**config.mk**
```make
export PLATFORM = sky130hd
export DESIGN_NAME = fraction_add_reduce_flat
export DESIGN_NICKNAME = d
export VERILOG_FILES = /design/src/rtl/core/fadd_pkg.sv /design/src/rtl/core/fadd_if.sv /design/src/rtl/core/fadd_cell.sv /design/src/rtl/core/fadd_div.sv /design/src/rtl/core/fraction_add_reduce.sv /design/src/flat_wrapper.sv
export SDC_FILE = /design/constraint.sdc
export NUM_CORES = 2
export LEC_CHECK = 0
export BUFFER_PORTS_ARGS = -buffer_cell sky130_fd_sc_hd__buf_4
export CAP_MARGIN = 10
export CORE_MARGIN = 2
export CORE_UTILIZATION = 40
export CTS_BUF_LIST = sky130_fd_sc_hd__clkbuf_16
export CTS_CLUSTER_DIAMETER = 30
export DETAILED_ROUTE_END_ITERATION = 12
export SLEW_MARGIN = 15
export SYNTH_ARGS = -nofsm -noshare
export SYNTH_HDL_FRONTEND = slang
export SYNTH_SLANG_ARGS = --single-unit
```
**constraint.sdc**
```tcl
create_clock -name clock -period 20 [get_ports clock]
set_clock_uncertainty 0.15 [all_clocks]
set_input_delay 3 -clock clock [delete_from_list [all_inputs] [get_ports clock]]
set_output_delay 3 -clock clock [all_outputs]
set_load 0.01 [all_outputs]
```
**src/rtl/core/fadd_pkg.sv**
```systemverilog
`timescale 1ns / 1ps
// ----------------------------------------------------------------------------
// fadd_pkg: shared types and constants for the fraction adder
// Field widths, cell control struct and sequencer states.
// ----------------------------------------------------------------------------
package fadd_pkg;

   localparam int NumW  = 16;
   localparam int DenW  = 15;
   localparam int SNumW = 32;
   localparam int SDenW = 30;
   localparam int MagW  = 31;   // magnitude of the unreduced numerator
   localparam int ProdW = 30;   // d1 * d2

   typedef enum logic [2:0] {
      ST_IDLE,
      ST_MUL,
      ST_GCD,
      ST_DIVN,
      ST_DIVD,
      ST_DONE
   } state_type;

   // Control handed to every cell of the divider row.
   typedef struct packed {
      logic load;   // start a new division
      logic step;   // shift one quotient bit through the row
   } cell_ctrl_type;

endpackage

```
**src/rtl/core/fadd_if.sv**
```systemverilog
`timescale 1ns / 1ps
// ----------------------------------------------------------------------------
// fadd_req_if / fadd_rsp_if: valid-ready channels
// Request carries two fractions, response the reduced sum.
// ----------------------------------------------------------------------------
interface fadd_req_if;
   logic                        valid;
   logic                        ready;
   logic signed [15:0]          first_numerator;
   logic        [14:0]          first_denominator;
   logic signed [15:0]          second_numerator;
   logic        [14:0]          second_denominator;
   modport source (output valid, first_numerator, first_denominator,
                   second_numerator, second_denominator, input ready);
   modport sink   (input valid, first_numerator, first_denominator,
                   second_numerator, second_denominator, output ready);
endinterface

interface fadd_rsp_if;
   logic                        valid;
   logic                        ready;
   logic signed [31:0]          sum_numerator;
   logic        [29:0]          sum_denominator;
   modport source (output valid, sum_numerator, sum_denominator, input ready);
   modport sink   (input valid, sum_numerator, sum_denominator, output ready);
endinterface

```
**src/rtl/core/fadd_cell.sv**
```systemverilog
`timescale 1ns / 1ps
// ----------------------------------------------------------------------------
// fadd_cell: one bit slice of the restoring divider row
// Holds one remainder bit and one dividend bit; takes the borrow from the
// lower neighbour and the shift-in bit from the lower neighbour.
// ----------------------------------------------------------------------------
module fadd_cell (
   input  logic                   clock,
   input  fadd_pkg::cell_ctrl_type ctrl,
   input  logic                   load_bit,   // dividend bit at load
   input  logic                   div_bit,    // divisor bit of this slice
   input  logic                   rem_lo,     // remainder bit shifted in from below
   input  logic                   quo_lo,     // dividend bit shifted in from below
   input  logic                   borrow_in,
   input  logic                   take,       // row-wide: subtraction fits
   output logic                   borrow_out,
   output logic                   rem_q,
   output logic                   quo_q
);
   import fadd_pkg::*;

   logic rem_ff, rem_in, quo_ff, quo_in, diff;

   // shifted remainder bit is the lower neighbour's remainder
   assign diff       = rem_lo ^ div_bit ^ borrow_in;
   assign borrow_out = (~rem_lo & (div_bit | borrow_in)) | (div_bit & borrow_in);

   always_comb begin
      rem_in = rem_ff;
      quo_in = quo_ff;
      if (ctrl.load) begin
         rem_in = 1'b0;
         quo_in = load_bit;
      end else if (ctrl.step) begin
         rem_in = take ? diff : rem_lo;
         quo_in = quo_lo;
      end
   end

   always_ff @(posedge clock) begin
      rem_ff <= rem_in;
      quo_ff <= quo_in;
   end

   assign rem_q = rem_ff;
   assign quo_q = quo_ff;
endmodule

```
**src/rtl/core/fadd_div.sv**
```systemverilog
`timescale 1ns / 1ps
// ----------------------------------------------------------------------------
// fadd_div: restoring divider built from a row of bit cells
// One quotient bit per step; remainder available after Width steps.
// ----------------------------------------------------------------------------
module fadd_div #(
   parameter int Width = 31
) (
   input  logic                    clock,
   input  fadd_pkg::cell_ctrl_type ctrl,
   input  logic [Width-1:0]        dividend,
   input  logic [Width-1:0]        divisor,
   output logic [Width-1:0]        quotient,
   output logic [Width-1:0]        remainder
);
   import fadd_pkg::*;

   logic [Width:0]   borrow;
   logic [Width-1:0] rem_q, quo_q, rem_lo, quo_lo;
   logic             take;

   assign borrow[0] = 1'b0;
   // top remainder bit falls out of the row on a shift; it still counts in
   // the compare, so the full Width+1 bit value is seen
   assign take = rem_q[Width-1] | ~borrow[Width];

   genvar i;
   generate
      for (i = 0; i < Width; i++) begin : g_cell
         if (i == 0) begin : g_lo
            assign rem_lo[i] = quo_q[Width-1];
            assign quo_lo[i] = take;
         end else begin : g_hi
            assign rem_lo[i] = rem_q[i-1];
            assign quo_lo[i] = quo_q[i-1];
         end
         fadd_cell u_cell (
            .clock     (clock),
            .ctrl      (ctrl),
            .load_bit  (dividend[i]),
            .div_bit   (divisor[i]),
            .rem_lo    (rem_lo[i]),
            .quo_lo    (quo_lo[i]),
            .borrow_in (borrow[i]),
            .take      (take),
            .borrow_out(borrow[i+1]),
            .rem_q     (rem_q[i]),
            .quo_q     (quo_q[i])
         );
      end
   endgenerate

   assign quotient  = quo_q;
   assign remainder = rem_q;
endmodule

```
**src/rtl/core/fraction_add_reduce.sv**
```systemverilog
`timescale 1ns / 1ps
// ----------------------------------------------------------------------------
// fraction_add_reduce: add two fractions, reduce to lowest terms
// Cross-multiplies (or sums over a shared denominator), then Euclid's gcd
// and two exact divisions, all on one bit-cell divider row.
// ----------------------------------------------------------------------------
// Channel | Dir | Transfer when        | Payload
// req     | in  | req.valid&req.ready  | n1[16] d1[15] n2[16] d2[15]
// rsp     | out | rsp.valid&rsp.ready  | sum_numerator[32] sum_denominator[30]
//
// One item at a time. Every division is a load and 31 steps on the
// shared divider row; Euclid needs up to ~45 remainders for 31-bit
// values, and the numerator and denominator are then each divided by
// the gcd. A zero sum skips the row. Reset (synchronous) returns to
// idle and drops any pending result. The result register holds under
// rsp stall and is only loaded from DONE once free; req is ready only
// when idle.
// ----------------------------------------------------------------------------
module fraction_add_reduce (
   input  logic     clock,
   input  logic     reset,
   fadd_req_if.sink   req,
   fadd_rsp_if.source rsp
);
   import fadd_pkg::*;

   localparam int CntW = $clog2(MagW + 1);

   state_type        state_ff, state_in;
   logic [CntW-1:0]  cnt_ff, cnt_in;
   logic             neg_ff, neg_in;
   logic [MagW-1:0]  mag_ff, mag_in;      // |numerator|
   logic [MagW-1:0]  den_ff, den_in;      // denominator, reduced once done
   logic [MagW-1:0]  ga_ff, ga_in, gb_ff, gb_in;  // Euclid pair
   logic [MagW-1:0]  qn_ff, qn_in;        // reduced magnitude
   logic [SNumW-1:0] onum_ff, onum_in;
   logic [SDenW-1:0] oden_ff, oden_in;
   logic             ovld_ff, ovld_in;

   // multiply stage
   logic signed [15:0] n1_ff, n2_ff;
   logic        [14:0] d1_ff, d2_ff;
   logic signed [31:0] p1, p2;
   logic signed [32:0] nsum;
   logic        [29:0] dprod;

   cell_ctrl_type     dctl;
   logic [MagW-1:0]   dvd, dvs, quo, rem;

   fadd_div #(.Width(MagW)) u_div (
      .clock    (clock),
      .ctrl     (dctl),
      .dividend (dvd),
      .divisor  (dvs),
      .quotient (quo),
      .remainder(rem)
   );

   assign req.ready         = (state_ff == ST_IDLE);
   assign rsp.valid         = ovld_ff;
   assign rsp.sum_numerator = onum_ff;
   assign rsp.sum_denominator = oden_ff;

   assign p1    = n1_ff * $signed({1'b0, d2_ff});
   assign p2    = n2_ff * $signed({1'b0, d1_ff});
   assign dprod = d1_ff * d2_ff;

   // Final step of the row evaluated for the value captured at the last edge
   function automatic logic [MagW:0] last_step(input logic [MagW-1:0] r,
                                               input logic [MagW-1:0] q);
      logic [MagW:0] sh;
      sh = {r, q[MagW-1]};
      return sh;
   endfunction

   function automatic logic [MagW-1:0] rem_next(input logic [MagW-1:0] r,
                                                input logic [MagW-1:0] q,
                                                input logic [MagW-1:0] d);
      logic [MagW:0] sh;
      sh = last_step(r, q);
      return (sh >= {1'b0, d}) ? MagW'(sh - {1'b0, d}) : MagW'(sh);
   endfunction

   function automatic logic [MagW-1:0] quo_next(input logic [MagW-1:0] r,
                                                input logic [MagW-1:0] q,
                                                input logic [MagW-1:0] d);
      logic [MagW:0] sh;
      sh = last_step(r, q);
      return {q[MagW-2:0], (sh >= {1'b0, d})};
   endfunction

   always_ff @(posedge clock) begin
      if (req.valid && req.ready) begin
         n1_ff <= req.first_numerator;
         n2_ff <= req.second_numerator;
         d1_ff <= (req.first_denominator == '0) ? 15'd1 : req.first_denominator;
         d2_ff <= (req.second_denominator == '0) ? 15'd1 : req.second_denominator;
      end
   end

   always_ff @(posedge clock) begin
      if (reset) begin
         state_ff <= ST_IDLE;
         ovld_ff  <= 1'b0;
         cnt_ff   <= '0;
      end else begin
         state_ff <= state_in;
         ovld_ff  <= ovld_in;
         cnt_ff   <= cnt_in;
      end
      neg_ff  <= neg_in;
      mag_ff  <= mag_in;
      den_ff  <= den_in;
      ga_ff   <= ga_in;
      gb_ff   <= gb_in;
      qn_ff   <= qn_in;
      onum_ff <= onum_in;
      oden_ff <= oden_in;
   end

   always_comb begin
      state_in = state_ff;
      cnt_in   = cnt_ff;
      neg_in   = neg_ff;
      mag_in   = mag_ff;
      den_in   = den_ff;
      ga_in    = ga_ff;
      gb_in    = gb_ff;
      qn_in    = qn_ff;
      onum_in  = onum_ff;
      oden_in  = oden_ff;
      ovld_in  = ovld_ff & ~rsp.ready;
      dctl     = '0;
      dvd      = ga_ff;
      dvs      = gb_ff;
      nsum     = '0;
      case (state_ff)
         ST_IDLE: begin
            if (req.valid) state_in = ST_MUL;
         end
         ST_MUL: begin
            if (d1_ff == d2_ff) begin
               nsum   = 33'(n1_ff) + 33'(n2_ff);
               den_in = MagW'(d1_ff);
            end else begin
               nsum   = 33'(p1) + 33'(p2);
               den_in = MagW'(dprod);
            end
            neg_in = nsum[32];
            mag_in = nsum[32] ? MagW'(-nsum) : MagW'(nsum);
            ga_in  = nsum[32] ? MagW'(-nsum) : MagW'(nsum);
            gb_in  = den_in;
            cnt_in = '0;
            if (nsum == '0) begin
               // zero sum: result is 0/1, staged until the output is free
               qn_in    = '0;
               den_in   = MagW'(1);
               state_in = ST_DONE;
            end else begin
               state_in = ST_GCD;
            end
         end
         ST_GCD: begin
            // one Euclid remainder per pass of the row
            if (cnt_ff == '0) begin
               if (gb_ff == '0) begin
                  dvd      = mag_ff;
                  dvs      = ga_ff;
                  dctl.load = 1'b1;
                  cnt_in   = CntW'(1);
                  state_in = ST_DIVN;
               end else begin
                  dctl.load = 1'b1;
                  cnt_in   = CntW'(1);
               end
            end else begin
               dctl.step = 1'b1;
               if (cnt_ff == CntW'(MagW)) begin
                  cnt_in = '0;
                  ga_in  = gb_ff;
                  gb_in  = rem_next(rem, quo, gb_ff);
               end else begin
                  cnt_in = cnt_ff + CntW'(1);
               end
            end
         end
         ST_DIVN: begin
            dvs       = ga_ff;
            dctl.step = 1'b1;
            if (cnt_ff == CntW'(MagW)) begin
               qn_in     = quo_next(rem, quo, ga_ff);
               dvd       = den_ff;
               cnt_in    = '0;
               state_in  = ST_DIVD;
            end else begin
               cnt_in = cnt_ff + CntW'(1);
            end
         end
         ST_DIVD: begin
            dvs = ga_ff;
            dvd = den_ff;
            if (cnt_ff == '0) begin
               dctl.load = 1'b1;
               cnt_in    = CntW'(1);
            end else begin
               dctl.step = 1'b1;
               if (cnt_ff == CntW'(MagW)) begin
                  den_in   = quo_next(rem, quo, ga_ff);
                  state_in = ST_DONE;
               end else begin
                  cnt_in = cnt_ff + CntW'(1);
               end
            end
         end
         ST_DONE: begin
            // result register only reloaded once the previous transfer is gone
            if (!ovld_ff || rsp.ready) begin
               ovld_in  = 1'b1;
               onum_in  = neg_ff ? -SNumW'(qn_ff) : SNumW'(qn_ff);
               oden_in  = SDenW'(den_ff);
               state_in = ST_IDLE;
            end
         end
         default: state_in = ST_IDLE;
      endcase
   end

   // result never left pending with an invalid denominator
   a_den_nonzero: assert property (@(posedge clock) disable iff (reset)
      rsp.valid |-> rsp.sum_denominator != '0) else $error("zero denominator");
   // no new request while busy
   a_one_item: assert property (@(posedge clock) disable iff (reset)
      (state_ff != ST_IDLE) |-> !req.ready) else $error("accepted while busy");
   // result stays valid with its numerator unchanged while stalled
   a_hold: assert property (@(posedge clock) disable iff (reset)
      (rsp.valid && !rsp.ready) |=> rsp.valid && $stable(rsp.sum_numerator))
      else $error("result dropped under stall");
endmodule

```
**src/flat_wrapper.sv**
```systemverilog
// flat-port wrapper written by rule: the top's interface ports become plain ports
module fraction_add_reduce_flat import fadd_pkg::*;
  (clock, reset, req_valid, req_first_numerator, req_first_denominator, req_second_numerator, req_second_denominator, req_ready, rsp_valid, rsp_sum_numerator, rsp_sum_denominator, rsp_ready);
  fadd_req_if req_i ();
  fadd_rsp_if rsp_i ();
  input  logic clock;
  input  logic reset;
  input wire logic [$bits(req_i.valid)-1:0] req_valid;
  input wire logic [$bits(req_i.first_numerator)-1:0] req_first_numerator;
  input wire logic [$bits(req_i.first_denominator)-1:0] req_first_denominator;
  input wire logic [$bits(req_i.second_numerator)-1:0] req_second_numerator;
  input wire logic [$bits(req_i.second_denominator)-1:0] req_second_denominator;
  output wire logic [$bits(req_i.ready)-1:0] req_ready;
  output wire logic [$bits(rsp_i.valid)-1:0] rsp_valid;
  output wire logic [$bits(rsp_i.sum_numerator)-1:0] rsp_sum_numerator;
  output wire logic [$bits(rsp_i.sum_denominator)-1:0] rsp_sum_denominator;
  input wire logic [$bits(rsp_i.ready)-1:0] rsp_ready;
  assign req_i.valid = req_valid;
  assign req_i.first_numerator = req_first_numerator;
  assign req_i.first_denominator = req_first_denominator;
  assign req_i.second_numerator = req_second_numerator;
  assign req_i.second_denominator = req_second_denominator;
  assign req_ready = req_i.ready;
  assign rsp_valid = rsp_i.valid;
  assign rsp_sum_numerator = rsp_i.sum_numerator;
  assign rsp_sum_denominator = rsp_i.sum_denominator;
  assign rsp_i.ready = rsp_ready;
  fraction_add_reduce u_core (.clock(clock), .reset(reset), .req(req_i), .rsp(rsp_i));
endmodule
```
==> impl_metrics.json <==
{
  "end_kind": "flop",
  "synth_top_family_by_area": "adder cells",
  "io_buffers": 129,
  "ys_types": 82,
  "use_met3_pct": 3.48,
  "synth_compound_area_share_pct": 10.1,
  "grt_overflow_total": 0,
  "path_clk_slew_ns": 0.05,
  "final_area_um2": 52200,
  "grt_max_degree": 63,
  "drv_cap": 0,
  "drive_above_1_share_pct": 8.14,
  "detail_route.first_pass.iterations": 6,
  "syn2layout_area_growth_pct": 11.5,
  "synth_cells": 4703,
  "fillers": 11100,
  "fin_nets": 5867,
  "avgSynthCellArea_um2": 9.94,
  "grt_pass1_vias": 36000,
  "synth_xor_area_share_pct": 2.62,
  "status": "completed",
  "synth_area_um2": 46800,
  "routed_wl_mm": 140,
  "die_area_um2": 120000,
  "dieHeight_um": 346,
  "synth_mux_area_share_pct": 1.19,
  "fp-row-count": 125,
  "worstPathArrival_ns": 17.77,
  "synthAdderAreaFrac_pct": 41.0,
  "path_common_cell": "fa_1",
  "hold_viol_final": 0,
  "cp_max_fo": 31,
  "hold_path_class": "flop to flop",
  "cp_num_buf_inv": 3,
  "cpMaxStageDelayCell": "nor2_2",
  "viasPerCell": 5.44,
  "final_cell_mix": "749 x fa_1, 721 x inv_1, 546 x and2_1",
  "fin_crit_sh_pct": 86.9,
  "synth_edf_count": 311,
  "wl_per_cell_um": 22.1,
  "ant_nets": 0,
  "start_util_pct": 40.3,
  "place_congestion": 0.965,
  "synth_warnings": 0,
  "clock_sinks": 351,
  "cts_tree": "built",
  "fp.dieW_um": 346,
  "drt_drc_violations_left": 0,
  "yosysSeqAreaShare_pct": 21.7,
  "grtUsageMet2_pct": 38.2,
  "num_vias": 34400,
  "grt_use_total_pct": 23.7,
  "insertion_delay_ns": 0.65,
  "mostFrequentLayoutCell": "fa_1",
  "cts_hold_buf": 0,
  "hold_slack_ns": 0.331,
  "clockRootBuffer": "clkbuf_16",
  "io_pins": 130,
  "required_ns": 20.39,
  "cts_setup_buffers": 0,
  "synthArstFlopShare_pct": 0,
  "slew_viol_final": 0,
  "grt_pass1_wl_mm": 218,
  "crit_type": "flop to flop",
  "ys_seq_elements": 351,
  "cpLargestDelayFamily": "adder cells",
  "use_met1_pct": 33.2,
  "synth_simple_gate_area_share_pct": 15.5,
  "critPathLaunchType": "flop",
  "slowest_delay_ns": 0.72,
  "cts_buffers": 86,
  "coreArea_um2": 116000,
  "synth_flop_cell": "edfxtp_1",
  "h-tree-depth": 3,
  "setup-tns-final_ns": 0,
  "dpl_cell_area_um2": 49200,
  "setup_viol_count_final": 0,
  "cts_resized": 0,
  "max_slew_margin_pct": 16.8,
  "clk_path_buf_depth": 3,
  "drt_first_iter_violations": 2767,
  "antenna_found_initial": 5,
  "max_freq_ghz": 0.0575,
  "worstMarginPinSlew_ns": 1.24,
  "busiest_layer": "met2",
  "syn-num-nets": 5852,
  "hpwl_mm": 107,
  "min_period_ns": 17.38,
  "rsz0062_at_grt": "false"
}
## metrics by stage
stage                     util, %  cells  setup WS (ns)
final                        45.0   6316           2.62
after global routing         45.0   6315           1.94
after CTS                    45.0   6315           2.66
after detailed placement     42.4   6154           2.75
after global placement       42.4   6154           2.78
after floorplan                 -   4703           4.11
## Yosys cell counts (18+ instances only)
master	n	area [µm²]
edfxtp_1	311	9340
xnor2_1	96	841
nand4_1	19	119
o21ai_0	161	806
a21oi_1	177	886
nor4_1	23	144
fa_1	749	15000
and3_1	45	282
a311oi_1	32	280
mux2_2	20	225
a211oi_1	25	188
nand2b_1	25	156
ha_1	334	4180
o21a_1	29	218
mux2i_1	33	330
nand3_1	37	185
clkbuf_1	255	957
a221oi_1	34	298
o211ai_1	18	135
a21o_1	59	443
a22oi_1	34	255
nand2_1	382	1430
inv_1	708	2660
o31ai_1	50	375
nor3_1	33	165
xor2_1	36	315
dfxtp_1	40	801
nor2_1	195	732
and2_1	548	3430
## final cells by class
cell class | count | area, µm² | share of cell area [%]
diodes | 1 | 2.50 | 0.00480
flip-flops and latches | 351 | 10100 | 19.4
repair buffers | 192 | 1440 | 2.76
clock buffers | 88 | 2200 | 4.22
clock inverters | 73 | 781 | 1.50
inverters | 709 | 2660 | 5.10
multi-input cells | 3378 | 33000 | 63.3
well taps | 1524 | 1910 | 3.66
## worst register-to-register path, delay by kind of cell (launching register included)
| family | cells | cell delay, ns |
|---|---|---|
| simple gates | 7 | 2.26 |
| buf+inv | 3 | 0.84 |
| fa+ha+maj | 31 | 13.00 |
| flops | 1 | 0.42 |
| compound gates | 3 | 0.61 |
## path summary, 6_finish.rpt
path / from / to / slack [ns] / cells after the start
max reg2reg: u_core.gb_ff[4]$_DFFE_PP_ / u_core.u_div.g_cell[10].u_cell.rem_q$_SDFFE_PP0P_ / 2.62 / 44
min reg2reg: u_core.den_ff[23]$_DFFE_PP_ / u_core.rsp.sum_denominator[23]$_DFFE_PP_ / 0.33 / 0
min: u_core.den_ff[23]$_DFFE_PP_ / u_core.rsp.sum_denominator[23]$_DFFE_PP_ / 0.33 / 0
max: u_core.gb_ff[4]$_DFFE_PP_ / u_core.u_div.g_cell[10].u_cell.rem_q$_SDFFE_PP0P_ / 2.62 / 44
## sequential cells by signal (all words and copies together), names as in the netlist, 30 cells and up
| signal | cells |
|---|---|
| u_core.u_div.g_cell.u_cell.quo_q | 31 |
| u_core.den_ff | 31 |
| u_core.qn_ff | 31 |
| u_core.rsp.sum_numerator | 32 |
| u_core.gb_ff | 31 |
| u_core.mag_ff | 31 |
| u_core.u_div.g_cell.u_cell.rem_q | 31 |
| u_core.rsp.sum_denominator | 30 |
| u_core.ga_ff | 31 |
## metal layers
layer | up-vias | part of all wire, %
li1 | 15400 | -
met1 | 17600 | 44
met2 | 1177 | 46
met3 | 205 | 6.6
met4 | 4 | 2.7
met5 | - | 0.016
## kinds of logic (layout without fill, tap and decap cells)
kind of cell / count (synthesis) / in the layout
and+or+nand+nor: 1388 / 1388
adders and majority gates: 1083 / 1083
buffers and inverters: 974 / 1062
AOI/OAI and AO/OA: 719 / 719
DFF: 351 / 351
xor gates and xnor gates: 135 / 135
muxes: 53 / 53
other: 0 / 1
Power is not shown: default switching activity piles up to over one toggle a cycle in this logic, so the estimate is an artifact.
